File: config.mk
export PLATFORM = sky130hd
export DESIGN_NAME = triac_phase_angle_controller_unit
export DESIGN_NICKNAME = d
export VERILOG_FILES = /design/src/rtl/core/tpac_pkg.sv /design/src/rtl/core/tpac_power_map.sv /design/src/rtl/core/tpac_state.sv /design/src/rtl/core/triac_phase_angle_controller_unit.sv
export SDC_FILE = /design/constraint.sdc
export NUM_CORES = 1
export LEC_CHECK = 0
export BUFFER_PORTS_ARGS = -buffer_cell sky130_fd_sc_hd__buf_2
export CELL_PAD_IN_SITES_DETAIL_PLACEMENT = 0
export CELL_PAD_IN_SITES_GLOBAL_PLACEMENT = 1
export CORE_ASPECT_RATIO = 1.5
export CORE_MARGIN = 10
export CORE_UTILIZATION = 47
export DETAILED_ROUTE_END_ITERATION = 8
export HOLD_SLACK_MARGIN = 0.15
export PLACE_DENSITY = 0.85
export SYNTH_ARGS = -nofsm -noshare
export SYNTH_HDL_FRONTEND = slang
export SYNTH_SLANG_ARGS = --single-unit
export TNS_END_PERCENT = 20
File: constraint.sdc
create_clock -name clk -period 10.05 [get_ports clk]
set_input_delay 2.01 -clock clk [delete_from_list [all_inputs] [get_ports clk]]
set_output_delay 2.01 -clock clk [all_outputs]
set_load 0.01 [all_outputs]
File: src/rtl/core/tpac_pkg.sv
// shared types and constants for the triac phase-angle controller
// no dependencies; used by every file in rtl/core
package tpac_pkg;

  // operation codes of the input stream
  localparam logic [2:0] OP_SET_POWER  = 3'd0;
  localparam logic [2:0] OP_ADJUST     = 3'd1;
  localparam logic [2:0] OP_ZERO_CROSS = 3'd2;
  localparam logic [2:0] OP_TICK       = 3'd3;
  localparam logic [2:0] OP_START      = 3'd4;
  localparam logic [2:0] OP_STOP       = 3'd5;

  // configuration register indexes
  localparam int unsigned CFG_IDX_W = 1;
  localparam logic [CFG_IDX_W-1:0] CFG_DUAL_MODE     = 1'b0;
  localparam logic [CFG_IDX_W-1:0] CFG_MAINS_TIMEOUT = 1'b1;

  // reset values and the no-fire delay
  localparam logic [15:0] NO_FIRE           = 16'hFFFF;
  localparam logic [15:0] MAINS_TIMEOUT_RST = 16'hFFF0;
  localparam logic        DUAL_MODE_RST     = 1'b1;

  // stream widths
  localparam int unsigned IN_TDATA_W  = 16;
  localparam int unsigned OUT_TDATA_W = 48;

  // one input item
  typedef struct packed {
    logic [2:0]         operation;
    logic signed [10:0] amount;
  } item_t;

  // one result item
  typedef struct packed {
    logic        fire_first;
    logic        fire_second;
    logic        mains_lost;
    logic        running;
    logic [9:0]  power_level;
    logic [15:0] delay_first;
    logic [15:0] delay_second;
  } result_t;

endpackage

File: src/rtl/core/tpac_power_map.sv
// power level to firing delay mapping for both heaters
// depends on tpac_pkg
module tpac_power_map #(
  parameter int unsigned FULL_POWER       = 1000,
  parameter int unsigned HALF_CYCLE_TICKS = 40000
) (
  input  logic [$clog2(FULL_POWER+1)-1:0] level,
  input  logic                            dual,
  output logic [15:0]                     delay_one,
  output logic [15:0]                     delay_two
);

  localparam int unsigned PW    = $clog2(FULL_POWER + 1);
  localparam int unsigned SW    = PW + 1;
  localparam int unsigned HALF  = FULL_POWER / 2;
  localparam int unsigned RATIO = HALF_CYCLE_TICKS / FULL_POWER;
  localparam int unsigned RW    = $clog2(RATIO + 1);
  localparam int unsigned DW    = (SW + RW > 16) ? SW + RW : 16;

  // share to delay: capped share, low shares never fire
  function automatic logic [15:0] share_delay(input logic [SW-1:0] s);
    logic [SW-1:0] sc;
    logic [DW-1:0] prod;
    sc   = (s > SW'(FULL_POWER)) ? SW'(FULL_POWER) : s;
    prod = DW'(SW'(FULL_POWER) - sc) * DW'(RATIO);
    if (sc <= SW'(1)) begin
      share_delay = tpac_pkg::NO_FIRE;
    end else begin
      share_delay = prod[15:0];
    end
  endfunction

  logic [SW-1:0] share_one;
  logic [SW-1:0] share_two;

  // split the range: first heater takes the lower half, second the upper
  always_comb begin
    share_one = (level > PW'(HALF)) ? SW'(FULL_POWER) : {level, 1'b0};
    share_two = (level >= PW'(HALF)) ? {level - PW'(HALF), 1'b0} : '0;
  end

  assign delay_one = share_delay(dual ? share_one : {1'b0, level});
  assign delay_two = dual ? share_delay(share_two) : tpac_pkg::NO_FIRE;

endmodule

File: src/rtl/core/tpac_state.sv
// controller state and per-item update: power, delays, tick counter, fault
// depends on tpac_pkg and tpac_power_map
module tpac_state #(
  parameter int unsigned FULL_POWER       = 1000,
  parameter int unsigned HALF_CYCLE_TICKS = 40000
) (
  input  logic              clk,
  input  logic              rst,
  input  logic              step,
  input  tpac_pkg::item_t   item,
  input  logic              dual,
  input  logic [15:0]       timeout,
  output tpac_pkg::result_t res
);

  localparam int unsigned PW = $clog2(FULL_POWER + 1);
  localparam int unsigned LW = PW + 12;

  logic [PW-1:0] power_now, power_now_next;
  logic [15:0]   pend_one, pend_one_next;
  logic [15:0]   pend_two, pend_two_next;
  logic [15:0]   act_one, act_one_next;
  logic [15:0]   act_two, act_two_next;
  logic [15:0]   tick_count, tick_count_next;
  logic          enabled, enabled_next;
  logic          fault, fault_next;

  logic signed [LW-1:0] amt_ext;
  logic signed [LW-1:0] lvl_raw;
  logic [PW-1:0]        lvl;
  logic [15:0]          map_one;
  logic [15:0]          map_two;
  logic [15:0]          tick_inc;
  logic                 fire_one;
  logic                 fire_two;

  // new level for set or adjust, clamped to 0..full
  always_comb begin
    amt_ext = LW'(item.amount);
    if (item.operation == tpac_pkg::OP_ADJUST) begin
      lvl_raw = $signed({12'b0, power_now}) + amt_ext;
    end else begin
      lvl_raw = amt_ext;
    end
    if (lvl_raw < 0) begin
      lvl = '0;
    end else if (lvl_raw > $signed(LW'(FULL_POWER))) begin
      lvl = PW'(FULL_POWER);
    end else begin
      lvl = lvl_raw[PW-1:0];
    end
  end

  tpac_power_map #(
    .FULL_POWER       (FULL_POWER),
    .HALF_CYCLE_TICKS (HALF_CYCLE_TICKS)
  ) u_map (
    .level     (lvl),
    .dual      (dual),
    .delay_one (map_one),
    .delay_two (map_two)
  );

  // saturating tick advance
  assign tick_inc = (tick_count == 16'hFFFF) ? tick_count : tick_count + 16'd1;

  // operation decode
  always_comb begin
    power_now_next  = power_now;
    pend_one_next   = pend_one;
    pend_two_next   = pend_two;
    act_one_next    = act_one;
    act_two_next    = act_two;
    tick_count_next = tick_count;
    enabled_next    = enabled;
    fault_next      = fault;
    fire_one        = 1'b0;
    fire_two        = 1'b0;
    case (item.operation)
      tpac_pkg::OP_SET_POWER, tpac_pkg::OP_ADJUST: begin
        power_now_next = lvl;
        pend_one_next  = map_one;
        pend_two_next  = map_two;
      end
      tpac_pkg::OP_ZERO_CROSS: begin
        if (enabled && !fault) begin
          tick_count_next = '0;
          act_one_next    = pend_one;
          act_two_next    = pend_two;
        end
      end
      tpac_pkg::OP_TICK: begin
        if (enabled && !fault) begin
          fire_one        = (act_one != tpac_pkg::NO_FIRE) && (tick_count == act_one);
          fire_two        = (act_two != tpac_pkg::NO_FIRE) && (tick_count == act_two);
          tick_count_next = tick_inc;
          if (tick_inc >= timeout) begin
            fault_next   = 1'b1;
            enabled_next = 1'b0;
          end
        end
      end
      tpac_pkg::OP_START: begin
        if (!fault) begin
          enabled_next = 1'b1;
        end
      end
      tpac_pkg::OP_STOP: begin
        power_now_next = '0;
        pend_one_next  = tpac_pkg::NO_FIRE;
        pend_two_next  = tpac_pkg::NO_FIRE;
        enabled_next   = 1'b0;
      end
      default: begin
      end
    endcase
  end

  // state registers, updated once per executed transaction
  always_ff @(posedge clk) begin
    if (rst) begin
      power_now  <= '0;
      pend_one   <= tpac_pkg::NO_FIRE;
      pend_two   <= tpac_pkg::NO_FIRE;
      act_one    <= tpac_pkg::NO_FIRE;
      act_two    <= tpac_pkg::NO_FIRE;
      tick_count <= '0;
      enabled    <= 1'b0;
      fault      <= 1'b0;
    end else if (step) begin
      power_now  <= power_now_next;
      pend_one   <= pend_one_next;
      pend_two   <= pend_two_next;
      act_one    <= act_one_next;
      act_two    <= act_two_next;
      tick_count <= tick_count_next;
      enabled    <= enabled_next;
      fault      <= fault_next;
    end
  end

  // result reports the state after the item
  always_comb begin
    res.fire_first   = fire_one;
    res.fire_second  = fire_two;
    res.mains_lost   = fault_next;
    res.running      = enabled_next;
    res.power_level  = 10'(power_now_next);
    res.delay_first  = pend_one_next;
    res.delay_second = pend_two_next;
  end

  // firing enable and fault are exclusive
  a_run_fault_excl: assert property (@(posedge clk) disable iff (rst)
    !(enabled && fault))
    else $error("running while mains-lost fault is set");

  // fault only clears through reset
  a_fault_sticky: assert property (@(posedge clk) disable iff (rst)
    fault |=> fault)
    else $error("mains-lost fault cleared without reset");

  // stop leaves no pending firing and stops
  a_stop_clears: assert property (@(posedge clk) disable iff (rst)
    (step && item.operation == tpac_pkg::OP_STOP) |=>
      (pend_one == tpac_pkg::NO_FIRE && pend_two == tpac_pkg::NO_FIRE && !enabled
       && power_now == '0))
    else $error("stop left firing pending");

  // single mode never schedules the second heater
  a_single_no_second: assert property (@(posedge clk) disable iff (rst)
    (step && !dual && (item.operation == tpac_pkg::OP_SET_POWER
                       || item.operation == tpac_pkg::OP_ADJUST)) |=>
      (pend_two == tpac_pkg::NO_FIRE))
    else $error("second heater scheduled in single mode");

endmodule

File: src/rtl/core/triac_phase_angle_controller_unit.sv
// Phase-angle firing controller for two triac heaters. Every stream transaction
// (set power, adjust power, zero cross, tick, start, stop) yields exactly one
// result transaction carrying the fire pulses of that item and the controller
// status after it. One item is taken every clock cycle while m_tready does not
// hold a waiting result; an item passes through the input register and its
// result is then held in the result register, which drives m_tdata. The rate is
// set by the single pass through the level clamp and the constant-ratio delay
// multiply between the two registers. Configuration writes are applied at once
// and are meant for idle periods only.
// depends on tpac_pkg, tpac_state and tpac_power_map
module triac_phase_angle_controller_unit #(
  parameter int unsigned FULL_POWER       = 1000,
  parameter int unsigned HALF_CYCLE_TICKS = 40000
) (
  input  logic                                 clk,
  input  logic                                 rst,
  // s_tdata: operation [2:0], amount [13:3], zero fill [15:14]
  input  logic                                 s_tvalid,
  output logic                                 s_tready,
  input  logic [tpac_pkg::IN_TDATA_W-1:0]      s_tdata,
  // m_tdata: fire_first [0], fire_second [1], mains_lost [2], running [3],
  //          power_level [13:4], delay_first [29:14], delay_second [45:30],
  //          zero fill [47:46]
  output logic                                 m_tvalid,
  input  logic                                 m_tready,
  output logic [tpac_pkg::OUT_TDATA_W-1:0]     m_tdata,
  input  logic                                 cfg_we,
  input  logic [tpac_pkg::CFG_IDX_W-1:0]       cfg_index,
  input  logic [15:0]                          cfg_data
);

  logic              dual_heater_mode;
  logic [15:0]       mains_timeout;
  logic              in_vld;
  tpac_pkg::item_t   in_item;
  logic              adv;
  tpac_pkg::result_t res;
  tpac_pkg::result_t res_q;

  // configuration registers
  always_ff @(posedge clk) begin
    if (rst) begin
      dual_heater_mode <= tpac_pkg::DUAL_MODE_RST;
      mains_timeout    <= tpac_pkg::MAINS_TIMEOUT_RST;
    end else if (cfg_we) begin
      case (cfg_index)
        tpac_pkg::CFG_DUAL_MODE:     dual_heater_mode <= cfg_data[0];
        tpac_pkg::CFG_MAINS_TIMEOUT: mains_timeout    <= cfg_data;
        default: begin
        end
      endcase
    end
  end

  // pipeline advance: input register moves when the result register is free
  assign adv      = in_vld && (!m_tvalid || m_tready);
  assign s_tready = !in_vld || adv;

  // input register
  always_ff @(posedge clk) begin
    if (rst) begin
      in_vld <= 1'b0;
    end else if (s_tready) begin
      in_vld <= s_tvalid;
    end
  end

  always_ff @(posedge clk) begin
    if (s_tready && s_tvalid) begin
      in_item.operation <= s_tdata[2:0];
      in_item.amount    <= $signed(s_tdata[13:3]);
    end
  end

  tpac_state #(
    .FULL_POWER       (FULL_POWER),
    .HALF_CYCLE_TICKS (HALF_CYCLE_TICKS)
  ) u_state (
    .clk     (clk),
    .rst     (rst),
    .step    (adv),
    .item    (in_item),
    .dual    (dual_heater_mode),
    .timeout (mains_timeout),
    .res     (res)
  );

  // result register
  always_ff @(posedge clk) begin
    if (rst) begin
      m_tvalid <= 1'b0;
    end else if (adv) begin
      m_tvalid <= 1'b1;
    end else if (m_tready) begin
      m_tvalid <= 1'b0;
    end
  end

  always_ff @(posedge clk) begin
    if (adv) begin
      res_q <= res;
    end
  end

  assign m_tdata = {2'b00, res_q.delay_second, res_q.delay_first, res_q.power_level,
                    res_q.running, res_q.mains_lost, res_q.fire_second, res_q.fire_first};

endmodule
==> results.md <==
- RSZ-0062 raised after global routing: false
- Worst Path Arrival: 8.93 ns
- Reg2reg path depth: 33
- Critical-path top delay cell: o311a_2
- Inserted Diodes: 0
- XOR/XNOR Fraction of Synth Area: 0.0597
- Final Max Slew Viols: 0
- NetSw: 0.511 mW
- Relative slew margins: 0.246
- EDFF count, synth: 60
- Critical path class: reg2reg
- Mapped Area: 0.0104 sq mm
- Vias per std cell: 5.78
- Worst-case clock buffer depth: 2
- IO Port Bufs: 83
- Final wirelength: about 28000 um
- TritonCTS clock tree: done
- Grt total ovfl: 0
- Asr flop ratio synth: 0
- Synth Flop Type: dfxtp_1
- Largest stage delay, worst path: 0.49 ns
- Dpl cells: 1474
- ANT nets after route: 0
- Unique cell type count in the Yosys netlist: between 80 and 90
- WL/cell: 18.5 um
- GPL Wtd Cong: a little over 0.9
- Post-Synth Adder-Cell Area: 0.0872
- CTS Hold Bufs: 0
- Setup violation total in the final timing report: 0
- Worst Setup End Kind: flop
- 1st-iter DRT viols: 514
- IO Pins: 88
- Power per cell area: 149 mW/mm^2
- Seq pwr share: 0.445
- Simple-gate share of the synthesized area: 0.184
- Sum Neg Setup Slack: 0 ns
- Antenna violations before repair: 0
- Worst slack at placement: 1.39 ns
- Comb power frac: 0.209
- Clock power frac: 0.347
- Final Util: 0.527
- # resized after CTS: 0
- TritonRoute pass-1 iters: 5
- Period utilization: 0.871
- Area of the die: 0.0286 sq mm
- Core area: 0.0218 sq mm
- Post-Synthesis Cells: 1175
- Final Hold Viols: 0
- Worst Hold Slack: 0.455 ns
- Sequential share of the synthesized area: 0.386
- Layout cells sized above 1: 0.140
- Root Driver: clkbuf_16
- Final clock skew: 0.0114 ns
- Pin count of the biggest net entering global routing: 72
- Cell Count, Final, Fillers Out: 1506
- Synth Area in Compound Gates: 0.198
- # fillers: 2101
- P_int: roughly 1.2 mW
- Worst Hold Class: reg2reg
- CTS sink count: 171
- Total GRT Usage: 0.195
- Flops & latches, synth: between 150 and 200
- Area Overhead vs Synth: 10.3%
- P_leak: 4.51 nW
- CP Data Required Time: between 10 and 15 ns
- Final Critical Period: 8.75 ns
- Startpoint Class: flop
- Status: finished clean
- Max FO, Critical Path: 18
- Horiz. Die Dim: 142 um
- Number of H-tree levels: 4
- Sw Share: 0.298
- Maxcap violations: 0
- Setup bufs post-CTS: 0
- Multiplexer area fraction after synthesis: 0.0368
- Post-DP HPWL: between 20000 and 25000 um
- Largest family of logic cells by synthesized area: compound AO/OA/AOI/OAI gates
- Initial core utilization: 0.478
- Die Height: ~200 um
- Worst-Skew Late Latency: 0.43 ns
- Worst IR Drop VDD: 0.122 mV
- Drt drc: 0
- FP Rows: between 60 and 70
- Via count: 8705
- Worst hold stages: 2
- Setup ws final: approximately 1.3 ns
- Fmax achieved: 0.114 GHz
- Vias in the first global route: 8634
- First-pass GRT wire length: 45300 um
- Clk slew on worst S/H paths: roughly 0.060 ns
- Synth Area per Inst: 8.87 sq um
- Yosys synthesis warning count: 0
- Worst slew pin tran: around 1.1 ns
- Worst path most repeated cell: ha_1
- TritonCTS buffer count: 17
- Nets: around 1300
==> flip-flops by register name, indices dropped and copies added (netlist names) <==
register and cells:
u_state.enabled 1, u_state.fault 1, mains_timeout 16, in_item 14, u_state.pend_one 16, u_state.power_now 10, m_tdata 46, in_vld 1
dual_heater_mode 1, u_state.act_one 16, u_state.tick_count 16, u_state.pend_two 16, u_state.act_two 16, m_tvalid 1
==> placed cells by master (no fill, tap or decap), drive strengths merged, types with 44 or more instances in the layout <==
cell      n
ha       67
nor2     81
inv      51
nand3    44
buf      93
edfxtp   60
dfxtp   111
o21ai    49
a21oi    81
nand2   171
==> metal layers <==
metal	vias up	wire, um	part of all wire	GRT usage
met5	-	0	0	0
met4	0	1030	0.037	0.0897
met3	59	876	0.031	0.0319
met2	192	15300	0.55	0.367
met1	4146	10700	0.38	0.203
li1	4308	-	-	-
==> logic make-up (layout without fill, tap and decap cells) <==
logic type,Yosys count,count (layout)
adders and majority gates,71,71
DFF,171,171
and+or+nand+nor,412,412
AOI/OAI and AO/OA,293,293
xor gates and xnor gates,71,71
other,1,5
buffers and inverters,118,173
muxes,38,38
==> final timing paths <==
path,from,to,slack [ns]
worst max-delay path,in_item[0]$_DFFE_PP_,m_tdata[29]$_DFFE_PP_,1.30
worst min-delay path,mains_timeout[1]$_SDFFE_PP0P_,mains_timeout[1]$_SDFFE_PP0P_,0.45
worst max register to register,in_item[0]$_DFFE_PP_,m_tdata[29]$_DFFE_PP_,1.30
worst min register to register,mains_timeout[1]$_SDFFE_PP0P_,mains_timeout[1]$_SDFFE_PP0P_,0.45
==> worst max-delay path: cells and delay by family (launching register included) <==
family,cells,cell delay [ns]
compound gates,15,3.63
xor+xnor,2,0.28
fa+ha+maj,6,1.92
buf+inv,1,0.07
flops,1,0.46
simple gates,9,2.12
==> synthesized netlist by cell type, drive strengths merged, types with 22 or more instances <==
library cell / n / area [sq um]
nand2: 171 / 644
dfxtp: 111 / 2220
a21oi: 81 / 420
nor2: 81 / 304
ha: 67 / 838
edfxtp: 60 / 1800
clkbuf: 53 / 199
o21ai: 49 / 249
inv: 47 / 176
nand3: 44 / 220
xor2: 40 / 350
mux2i: 36 / 360
xnor2: 31 / 272
o22ai: 29 / 181
a21o: 22 / 165
==> final cells by class <==
class                      instances  area (sq um)  area share
clock inverter                    14          96.3     0.00839
sequential                       171          4020       0.350
timing repair buffer              93           490      0.0427
clock buffer                      18           429      0.0374
inverter                          48           180      0.0157
multi-input combinational        890          5930       0.516
tap                              272           340      0.0296
==> power by group through the flow <==
stage          clock network [mW]  logic, mW  registers, mW
2_1_floorplan                   0      0.268          0.776
4_1_cts                     0.604      0.360          0.762
6_report                    0.594      0.358          0.761
3_5_place_dp                    0      0.355          0.777
5_1_grt                     0.634      0.403          0.764
3_3_place_gp                    0      0.350          0.776
==> through the flow <==
step | cell area (sq um) | power [mW]
global route | 11500 | 1.80
finish | 11500 | 1.71
detailed placement | 11000 | 1.13
global placement | 11000 | 1.13
CTS | 11500 | 1.73
floorplan | 10400 | 1.04
Note: power is estimated with default switching activity, not from simulation.
